## config.mk

```make
export PLATFORM = sky130hd
export DESIGN_NAME = pte_queue
export DESIGN_NICKNAME = d
export VERILOG_FILES = /design/src/rtl/pte_pkg.sv /design/src/rtl/pte_queue.sv
export SDC_FILE = /design/constraint.sdc
export NUM_CORES = 1
export LEC_CHECK = 0
export BUFFER_PORTS_ARGS = -buffer_cell sky130_fd_sc_hd__buf_2
export CAP_MARGIN = 20
export CORE_MARGIN = 5
export CORE_UTILIZATION = 55
export CTS_BUF_LIST = sky130_fd_sc_hd__clkbuf_8
export CTS_CLUSTER_DIAMETER = 60
export DETAILED_ROUTE_END_ITERATION = 6
export HOLD_SLACK_MARGIN = 0.06
export PLACE_DENSITY = 0.93
export SYNTH_ARGS = -nofsm -noshare
export SYNTH_HDL_FRONTEND = slang
export SYNTH_SLANG_ARGS = --single-unit
```

## constraint.sdc

```tcl
create_clock -name clock -period 3.5 [get_ports clock]
set_input_delay 0.175 -clock clock [delete_from_list [all_inputs] [get_ports clock]]
set_output_delay 0.175 -clock clock [all_outputs]
set_load 0.01 [all_outputs]
```

## src/rtl/pte_pkg.sv

```systemverilog
// Package for the palette texture expander: types, constants and helpers.
// No dependencies.
package pte_pkg;
   localparam int MaxSizeLog2Default   = 8;
   localparam int PaletteEntriesDefault = 256;
   localparam logic [31:0] HalfMask    = 32'hfefefeff;
   localparam logic [31:0] AlphaMask   = 32'hff000000;

   localparam logic [2:0] CsrRedShift   = 3'd0;
   localparam logic [2:0] CsrGreenShift = 3'd1;
   localparam logic [2:0] CsrBlueShift  = 3'd2;
   localparam logic [2:0] CsrAlphaPres  = 3'd3;
   localparam logic [2:0] CsrSizeLog2   = 3'd4;
   localparam logic [2:0] CsrMipMode    = 3'd5;

   localparam logic       CmdLoad  = 1'b0;
   localparam logic       CmdPixel = 1'b1;

   localparam logic [1:0] MipNone  = 2'd0;
   localparam logic [1:0] MipFirst = 2'd1;

   typedef struct packed {
      logic       cmd;
      logic [7:0] index;
      logic [7:0] red;
      logic [7:0] green;
      logic [7:0] blue;
      logic [7:0] alpha;
   } req_type;

   typedef struct packed {
      logic [31:0] texel;
      logic [3:0]  level;
      logic [7:0]  column;
      logic [7:0]  row;
      logic        last;
   } rsp_type;

   typedef struct packed {
      logic [4:0] red_shift;
      logic [4:0] green_shift;
      logic [4:0] blue_shift;
      logic       alpha_present;
      logic [3:0] size_log2;
      logic [1:0] mip_mode;
   } cfg_type;

   // Expanded level-0 texel handed from front to back.
   typedef struct packed {
      logic [31:0] texel;
   } job_type;

   function automatic logic [31:0] halve(input logic [31:0] a, input logic [31:0] b);
      halve = ((a & HalfMask) >> 1) + ((b & HalfMask) >> 1);
   endfunction
endpackage

```

## src/rtl/pte_queue.sv

```systemverilog
// Two-entry queue between front and back ends.
// Depends on pte_pkg.
module pte_queue (
   input  logic             clock,
   input  logic             reset,
   input  logic             in_valid,
   output logic             in_ready,
   input  pte_pkg::job_type in_job,
   output logic             out_valid,
   input  logic             out_ready,
   output pte_pkg::job_type out_job
);
   pte_pkg::job_type slot_ff [2];
   logic       wr_ff, rd_ff;
   logic [1:0] cnt_ff;
   logic       push, pop;

   assign in_ready  = (cnt_ff != 2'd2);
   assign out_valid = (cnt_ff != 2'd0);
   assign push      = in_valid && in_ready;
   assign pop       = out_valid && out_ready;
   assign out_job   = slot_ff[rd_ff];

   // hold entries and advance pointers
   always_ff @(posedge clock) begin
      if (reset) begin
         wr_ff  <= 1'b0;
         rd_ff  <= 1'b0;
         cnt_ff <= 2'd0;
      end else begin
         if (push) wr_ff <= !wr_ff;
         if (pop)  rd_ff <= !rd_ff;
         cnt_ff <= cnt_ff + 2'(push) - 2'(pop);
      end
      if (push) slot_ff[wr_ff] <= in_job;
   end
endmodule

```

==> flow_metrics.tcl, run 1 <==
set metrics [dict create \
    postCtsSetupRepairBufs 0 \
    ys_async_sr_fraction_pct 0 \
    vias 1500 \
    r2r_end "slot_ff[1][18]" \
    antenna_found_initial 0 \
    setup_tns_ns 0 \
    dieArea_mm2 0.00612 \
    hp-start "reset" \
    clkTransAtPathRegs_ns 0.06 \
    syn-num-nets 166 \
    power_leakage_nw 1.36 \
    ys_seq_area_share_pct 78.9 \
    start_kind "flop" \
    whs_path_depth 2 \
    diodes 0 \
    grt_pass1_wl_mm 8.42 \
    vias_per_cell 5.05 \
    routed_wl_mm 5.14 \
    rsz0062_at_grt "false" \
    placementRows 24 \
    maxCapViolCount 0 \
    root_buffer "clkbuf_8" \
    slew_headroom_pct 51.2 \
    power_per_cell_area_mw_per_mm2 595 \
    ys_ff_latch 69 \
    core_area_mm2 0.00444 \
    setup_ws_ns 1.31 \
    synth_top_area_share_pct 75.0 \
    ys_top_cells_by_area "edfxtp_1, mux2_1, dfxtp_1" \
    rrSetupSlack_ns 1.53 \
    cp_max_fo 17 \
    endpoint_kind "primary output" \
    synth.largest_area_cell "edfxtp_1" \
    drt_first_pass_iters 4 \
    worstRegToRegCells 3 \
    cp_data_required_time_ns 3.32 \
    drive_gt1_share_pct 36.3 \
    wl_per_cell_um 17.3 \
    die_y_um 78.3 \
    yosysMostFrequentCell "edfxtp_1" \
    cts.sinks 69 \
    io_buffers 69 \
    grt_max_degree 33 \
    min_path_type "input pin to flop" \
    pre_cts_ws_ns 1.51 \
    grt_pass1_vias 1687 \
    drtAntennaViolNets 0 \
    min_to "cnt_ff[1]" \
    fmax_mhz 456 \
    layout.cells.non_filler 297 \
    synth_warnings 0 \
    dp_hpwl_mm 3.09 \
    htree_levels 3 \
    peakVddDrop_v 0.000530 \
    synth_commonest_cells "edfxtp_1, mux2_1, dfxtp_1, buf_2, nor2_1" \
    cts.path.max_buffers 2 \
    clock_latency_ns 0.33 \
    place_inst 249 \
    cts_tree "yes" \
    dr.first_iter.drc_count 68 \
    place.gp.congestion 0.749 \
    finalNetCount 277 \
    initial_core_util_pct 57.7 \
    area_growth_pct 35.7 \
    cts_buffers 9 \
    drc 0 \
    synthCells 129 \
    final_core_util_pct 78.3 \
    rr_startpoint "cnt_ff[0]" \
    crit_type "flop to primary output" \
    setup_viol 0 \
    placed_cell_area_mm2 0.00298 \
    grt_overflow 0 \
    fin_skew_ns 0.00463 \
    finalCritPeriodShare_pct 62.7 \
    syn_area_per_cell_um2 19.9 \
    ys_types 24 \
    holdWs_ns 0.0969 \
    worst-slew-pin-transition_ns 0.732 \
    maxSlewViolCount 0 \
    dieWidth_um 78.3 \
    synth_edf_count 64 \
    worst_ep_arrival_time_ns 2.02 \
    finalHoldViolations 0 \
    syn_area_mm2 0.00256 \
    status "finished clean" \
    total_power_mw 2.07 \
    synth_flop_cell "edfxtp_1" \
    io_pins 70 \
    period_needed_ns 2.19 \
    grt_usage_pct 18.4 \
    finish.instance_area_mm2 0.00348 \
]
-- how the worst max path moves through the flow --
stage	to	slack, ns	depth (start not counted)
3_5_place_dp	slot_ff[1][12]	1.51	3
2_1_floorplan	slot_ff[1][0]	1.64	2
5_1_grt	out_job[19]	1.19	3
4_1_cts	out_job[23]	1.29	3
6_report	out_job[23]	1.31	3
3_3_place_gp	slot_ff[1][12]	1.61	3
-- final cells by class --
class,count,area (um^2)
inverter,1,3.75
sequential,69,2020
tap,52,65.1
multi-input combinational,55,517
clock inverter,7,58.8
timing repair buffer,104,688
clock buffer,9,124
fill,253,966
-- cells in the final DEF, fill, tap and decap left out, types with 2 or more instances in the layout --
| master | instances |
|---|---|
| dlygate4sd3_1 | 32 |
| mux2_2 | 2 |
| nor2_1 | 4 |
| nor2b_1 | 2 |
| clkinv_2 | 2 |
| buf_2 | 69 |
| mux2_1 | 30 |
| dfxtp_1 | 5 |
| buf_4 | 3 |
| clkbuf_8 | 9 |
| and3_1 | 2 |
| inv_1 | 3 |
| edfxtp_1 | 64 |
-- cells by family after synthesis --
family	after synthesis	synth area share, %
flops	69	78.9
mux	32	14.1
simple gates	15	3.56
compound gates	6	1.71
buf+inv	5	0.928
xor+xnor	1	0.342
fa+ha+maj	1	0.488
-- routing by layer --
layer / share of wire (%) / vias up / wire length [um] / track usage, %
met2: 53 / 53 / 2720 / 32.4
met5: 0 / - / 0 / 0
met3: 5.9 / 6 / 302 / 4.81
met1: 40 / 716 / 2070 / 21.0
li1: - / 725 / - / -
met4: 0.89 / 0 / 46 / 8.39
-- registers in the layout (all words and copies together) (netlist names), named ones only --
name	flops
slot_ff	64
cnt_ff	2
rd_ff	1
wr_ff	1
-- critical path: stages (launching register included) --
cell	delay [ns]
dfxtp_1	0.79
buf_4	0.38
mux2_1	0.37
buf_2	0.15
-- power breakdown --
| part | total [mW] | switching, mW | internal [mW] |
|---|---|---|---|
| Sequential | 1.05 | 0.0475 | 1.00 |
| Clock | 0.589 | 0.270 | 0.319 |
| Combinational | 0.430 | 0.220 | 0.210 |
| Total | 2.07 | 0.538 | 1.53 |
-- what timing repair did --
item                      4_1_cts  5_1_grt
hold buffers                   32        0
hold endpoints to repair       64        0
gates resized for setup         0        0
Power figures use the tool's default switching activity.
==> run 2, diff against run 1 <==
--- a/config.mk
+++ b/config.mk
@@ -5,15 +5,16 @@
 export SDC_FILE = /design/constraint.sdc
 export NUM_CORES = 1
 export LEC_CHECK = 0
+export ABC_AREA = 1
 export BUFFER_PORTS_ARGS = -buffer_cell sky130_fd_sc_hd__buf_2
 export CAP_MARGIN = 20
 export CORE_MARGIN = 5
-export CORE_UTILIZATION = 55
+export CORE_UTILIZATION = 54
 export CTS_BUF_LIST = sky130_fd_sc_hd__clkbuf_8
 export CTS_CLUSTER_DIAMETER = 60
 export DETAILED_ROUTE_END_ITERATION = 6
 export HOLD_SLACK_MARGIN = 0.06
-export PLACE_DENSITY = 0.93
+export PLACE_DENSITY = 0.91
 export SYNTH_ARGS = -nofsm -noshare
 export SYNTH_HDL_FRONTEND = slang
 export SYNTH_SLANG_ARGS = --single-unit
==> constraint.sdc (replaced) <==
create_clock -name clock -period 2.1 [get_ports clock]
set_input_delay 0.105 -clock clock [delete_from_list [all_inputs] [get_ports clock]]
set_output_delay 0.105 -clock clock [all_outputs]
set_load 0.01 [all_outputs]
==> run 2 against run 1 <==
Critical path depth unchanged. Die area up 6.9%. Flip-flop and latch count unchanged. Utilization down 3.3 points. Via count up 3.3%. First-iteration DRC count up 71%. Final cell count up 8.1%. Cell area up 3.8%. Synthesized area up 6.0%. Non-clock buffer count up 2. Sequential share of layout area down 2.1 points. Critical endpoint is now out_job[9]. Largest cell class unchanged. Largest power group unchanged.
==> flow_metrics.tcl, run 2 <==
set metrics [dict create \
    status "finished clean" \
    antenna_found_initial 1 \
    vias 1549 \
    cts.path.max_buffers 2 \
    synth_commonest_cells "edfxtp_1, mux2_4, inv_1, nor2_1, nand2_1" \
    layout_commonest_cell "buf_2" \
    peakVddDrop_v 0.000709 \
    critical_path.cell_chain "buf_4, mux2_4, buf_2" \
    place_inst 272 \
    grt_overflow 0 \
    ys_ff_latch 69 \
    synth_edf_count 64 \
    fin_skew_ns 0.00953 \
    finish.instance_area_mm2 0.00361 \
    rsz0062_at_grt "false" \
    cp_data_required_time_ns 2.00 \
    drive_gt1_share_pct 47.4 \
    routed_wl_mm 4.96 \
    placed_cell_area_mm2 0.00313 \
    finalNetCount 286 \
    htree_levels 3 \
    period_needed_ns 1.70 \
    io_pins 70 \
    synth_flop_cell "edfxtp_1" \
    holdWs_ns 0.105 \
    crit_type "flop to primary output" \
    power_leakage_nw 1.46 \
    synth-simple-area-share_pct 3.27 \
    start_kind "flop" \
    maxSlewViolCount 0 \
    ys_top_cells_by_area "edfxtp_1, mux2_4, dfxtp_1" \
    cp_top_family "flip-flops" \
    syn_area_per_cell_um2 20.0 \
    cts_buffers 9 \
    total_power_mw 3.81 \
    syn_area_mm2 0.00272 \
    area_growth_pct 32.9 \
    grt_pass1_wl_mm 7.72 \
    finalCritPeriodShare_pct 81.0 \
    cts_tree "yes" \
    dieWidth_um 80.9 \
    dieArea_mm2 0.00655 \
    endpoint_kind "primary output" \
    layout.cells.non_filler 321 \
    mostFrequentLayoutCells "buf_2, edfxtp_1, dlygate4sd3_1" \
    root_buffer "clkbuf_8" \
    cp_max_fo 10 \
    synth_top_family_by_area "multiplexers" \
    syn-num-nets 173 \
    placementRows 25 \
    reg.largest.list "slot_ff (64), cnt_ff (2)" \
    post_cts_resized 0 \
    dr.first_iter.drc_count 116 \
    max_flop_register "slot_ff" \
    finalHoldViolations 0 \
    wl_per_cell_um 15.4 \
    synth_warnings 0 \
    min_path_type "input pin to flop" \
    clock_latency_ns 0.32 \
    setup_viol 0 \
    final_core_util_pct 74.9 \
    grt_usage_pct 16.1 \
    core_area_mm2 0.00482 \
    pre_cts_ws_ns 0.607 \
    cp_slowest_cell "dfxtp_2" \
    yosysMostFrequentCell "edfxtp_1" \
    setup_tns_ns 0 \
    fmax_mhz 588 \
    place.gp.congestion 0.776 \
    synth_mux_area_share_pct 17.4 \
    synth_compound_area_share_pct 0.368 \
    drt_first_pass_iters 5 \
    synth.largest_area_cell "edfxtp_1" \
    clkTransAtPathRegs_ns 0.06 \
    worst_ep_arrival_time_ns 1.60 \
    grt_pass1_vias 1661 \
    io_buffers 69 \
    worst-slew-pin-transition_ns 0.440 \
    ys_types 17 \
    maxCapViolCount 0 \
    power_per_cell_area_mw_per_mm2 1060 \
    slew_headroom_pct 70.6 \
    largest_reg_flops 64 \
    synth_top_area_share_pct 70.8 \
    slowest_delay_ns 0.51 \
    crit_buf_inv 2 \
    die_y_um 80.9 \
    vias_per_cell 4.83 \
    initial_core_util_pct 56.4 \
    dp_hpwl_mm 3.15 \
    drtAntennaViolNets 0 \
    synthAdderAreaFrac_pct 0.461 \
    synth_xor_area_share_pct 0.322 \
    grt_max_degree 33 \
    cts.sinks 69 \
    ys_async_sr_fraction_pct 0 \
    setup_ws_ns 0.400 \
    synthCells 136 \
    ys_seq_area_share_pct 74.4 \
    drc 0 \
]
run 2: routing by layer:
metal,wire [um],GRT usage [%]
met1,1840,17.0
met2,2760,29.3
met3,183,2.66
met4,174,10.8
met5,0,0
run 2: kinds of logic after synthesis:
kind of cell,Yosys count
XOR/XNOR,1
AO/OA/AOI/OAI,2
flip-flops,69
multiplexers,32
AND/OR/NAND/NOR,19
buffers and inverters,12
adder cells (fa/ha/maj),1
run 2: final cells by class:
cell class	instances	area (um^2)
diodes	1	2.50
well taps	67	83.8
clock inverters	6	22.5
fillers	311	1210
repair buffers	106	718
flip-flops and latches	69	2020
multi-input cells	55	606
inverters	8	30.0
clock buffers	9	124
run 2: path summary, 6_finish.rpt:
path,end,cells after the start,from,slack (ns)
hold / removal,wr_ff,3,in_valid,0.11
setup reg to reg,slot_ff[1][20],5,cnt_ff[0],0.60
hold reg to reg,flop,2,rd_ff,0.52
setup / recovery,out_job[9],3,flop,0.40
run 2: report_power, final:
part	switching, mW	leakage (nW)	total, mW	internal, mW
Clock	0.420	0.0779	0.817	0.397
Sequential	0.0970	0.640	1.85	1.75
Combinational	0.552	0.741	1.15	0.598
run 2: repair_timing:
item	in CTS	in global routing
hold buffers	33	0
setup buffers	0	0
endpoints found under the hold margin	66	0
run 2: tightest hold or removal path, stage by stage:
cell and delay (ns):
buf_2 0.10, a21oi_1 0.06, nor3_1 0.11
==> run 3, diff against run 2 <==
--- a/config.mk
+++ b/config.mk
@@ -9,12 +9,12 @@
 export BUFFER_PORTS_ARGS = -buffer_cell sky130_fd_sc_hd__buf_2
 export CAP_MARGIN = 20
 export CORE_MARGIN = 5
-export CORE_UTILIZATION = 54
+export CORE_UTILIZATION = 49
 export CTS_BUF_LIST = sky130_fd_sc_hd__clkbuf_8
 export CTS_CLUSTER_DIAMETER = 60
 export DETAILED_ROUTE_END_ITERATION = 6
 export HOLD_SLACK_MARGIN = 0.06
-export PLACE_DENSITY = 0.91
+export PLACE_DENSITY = 0.88
 export SYNTH_ARGS = -nofsm -noshare
 export SYNTH_HDL_FRONTEND = slang
 export SYNTH_SLANG_ARGS = --single-unit
==> constraint.sdc (replaced) <==
create_clock -name clock -period 1.4 [get_ports clock]
set_input_delay 0.07 -clock clock [delete_from_list [all_inputs] [get_ports clock]]
set_output_delay 0.07 -clock clock [all_outputs]
set_load 0.01 [all_outputs]
==> run 3 against run 2 <==
The flow now finishes with violations (setup timing). Clock power up 66%. Hold slack better by 0.018 ns. Critical path depth is the same. Sequential share of layout area shrank 5.2 points. Utilization shrank 1.5 points. Power grew 74%. Register-to-register slack worse by 0.59 ns. Largest power group unchanged.
==> flow_metrics.tcl, run 3 (same netlist as run 2, synthesis figures left out) <==
set metrics [dict create \
    status "finished with violations" \
    violations "setup timing" \
    cp_max_fo 12 \
    grt_usage_pct 16.4 \
    start_kind "flop" \
    grt_max_degree 23 \
    clkTransAtPathRegs_ns 0.07 \
    multiInputGateArea_um2 682 \
    placementRows 27 \
    setup_viol 32 \
    diodes 0 \
    vias_per_cell 4.72 \
    routed_wl_mm 5.70 \
    root_buffer "clkbuf_8" \
    initial_core_util_pct 49.9 \
    io_pins 70 \
    largest_reg_flops 64 \
    reg.largest.list "slot_ff (64), cnt_ff (2)" \
    maxSlewViolCount 0 \
    fill_cells 321 \
    place.gp.congestion 0.680 \
    drt_first_pass_iters 4 \
    layout_commonest_cell "edfxtp_1" \
    cts.sinks 69 \
    cts_buffers 9 \
    fmax_mhz 696 \
    crit_type "flop to primary output" \
    core_area_mm2 0.00544 \
    maxCapViolCount 0 \
    dieWidth_um 84.5 \
    grt_pass1_wl_mm 8.76 \
    dieArea_mm2 0.00713 \
    power_leakage_nw 1.61 \
    worst-slew-pin-transition_ns 0.169 \
    htree_levels 3 \
    drive_gt1_share_pct 54.8 \
    mostFrequentLayoutCells "edfxtp_1, buf_2, dlygate4sd3_1" \
    drc 0 \
    finalCritPeriodShare_pct 103 \
    rrSetupSlack_ns 0.01 \
    vias 1582 \
    wl_per_cell_um 17.0 \
    regArea_mm2 0.00203 \
    dr.first_iter.drc_count 56 \
    rsz0062_at_grt "true" \
    cts_tree "yes" \
    power_per_cell_area_mw_per_mm2 1660 \
    cp_data_required_time_ns 1.33 \
    cts.path.max_buffers 2 \
    finalHoldViolations 0 \
    fin_skew_ns 0.00822 \
    die_y_um 84.5 \
    drtAntennaViolNets 0 \
    grt_pass1_vias 1820 \
    holdWs_ns 0.123 \
    io_buffers 69 \
    pre_cts_ws_ns -0.0742 \
    endpoint_kind "primary output" \
    max_flop_register "slot_ff" \
    worst_ep_arrival_time_ns 1.37 \
    dp_hpwl_mm 3.41 \
    area_growth_pct 47.1 \
    antenna_found_initial 0 \
    min_path_type "input pin to flop" \
    grt_overflow 0 \
    slew_headroom_pct 88.7 \
    clock_latency_ns 0.33 \
    peakVddDrop_v 0.00140 \
    setup_ws_ns -0.0358 \
    period_needed_ns 1.44 \
    finalNetCount 295 \
]
==> run 3: cell types whose count changed in the layout (fill, tap and decap cells not counted), moves of 2 or more <==
| cell | previous run | this run |
|---|---|---|
| buf_12 | 1 | 3 |
| buf_2 | 69 | 45 |
| buf_4 | 3 | 7 |
| buf_6 | 0 | 25 |
| clkinv_1 | 5 | 0 |
| clkinv_2 | 0 | 4 |
| dfxtp_1 | 4 | 2 |
| dfxtp_4 | 0 | 3 |
| mux2_2 | 2 | 0 |
| mux2_4 | 30 | 32 |
==> run 3: final cells by class <==
cell class | instances | share of cell area (%)
clock buffers | 10 | 3.44
flip-flops and latches | 69 | 50.9
multi-input cells | 55 | 17.1
inverters | 8 | 0.751
clock inverters | 6 | 0.783
repair buffers | 115 | 24.8
well taps | 72 | 2.25
==> run 3: report_power, final <==
part	total, mW	internal, mW	switching, mW
Clock	1.36	0.671	0.687
Sequential	2.80	2.64	0.161
Combinational	2.46	1.40	1.06
==> run 3: what timing repair did <==
item                                    CTS  global route
gates resized for setup                  32            12
buffers inserted                          1             4
hold endpoints to repair                 69             0
pin swaps                                 2             6
cloned                                    1             0
hold buffers                             33             0
endpoints found under the setup margin   33            33
==> run 3: worst paths after layout <==
path / from / end / cells after the start
hold / removal: in_valid / wr_ff / 3
hold reg to reg: rd_ff / rd_ff / 2
setup reg to reg: cnt_ff[0] / cnt_ff[1] / 11
setup / recovery: flop / out_job[14] / 3
==> run 3: routing by layer <==
layer	track usage (%)	wire length [um]	vias to the layer above
met5	0	0	-
met4	8.63	94	0
met3	3.24	235	9
met2	32.0	3340	45
met1	16.0	2030	777
li1	-	-	751
==> run 3: critical path, cell delays in order (launching register included) <==
cell and delay, ns:
dfxtp_4 0.41, buf_12 0.17, mux2_4 0.32, buf_6 0.12
==> run 3: stage by stage <==
stage | util, % | setup TNS (ns) | power [mW] | cell area (um^2) | cells
final | 73.5 | -0.651 | 6.62 | 4000 | 335
after detailed placement | 58.8 | -0.0742 | 4.61 | 3200 | 280
after floorplan | - | -2.11 | 4.04 | 2740 | 136
after CTS | 71.7 | -1.53 | 6.47 | 3900 | 331
after global placement | 58.8 | 0 | 4.53 | 3200 | 280
after global routing | 73.5 | -2.60 | 6.94 | 4000 | 335
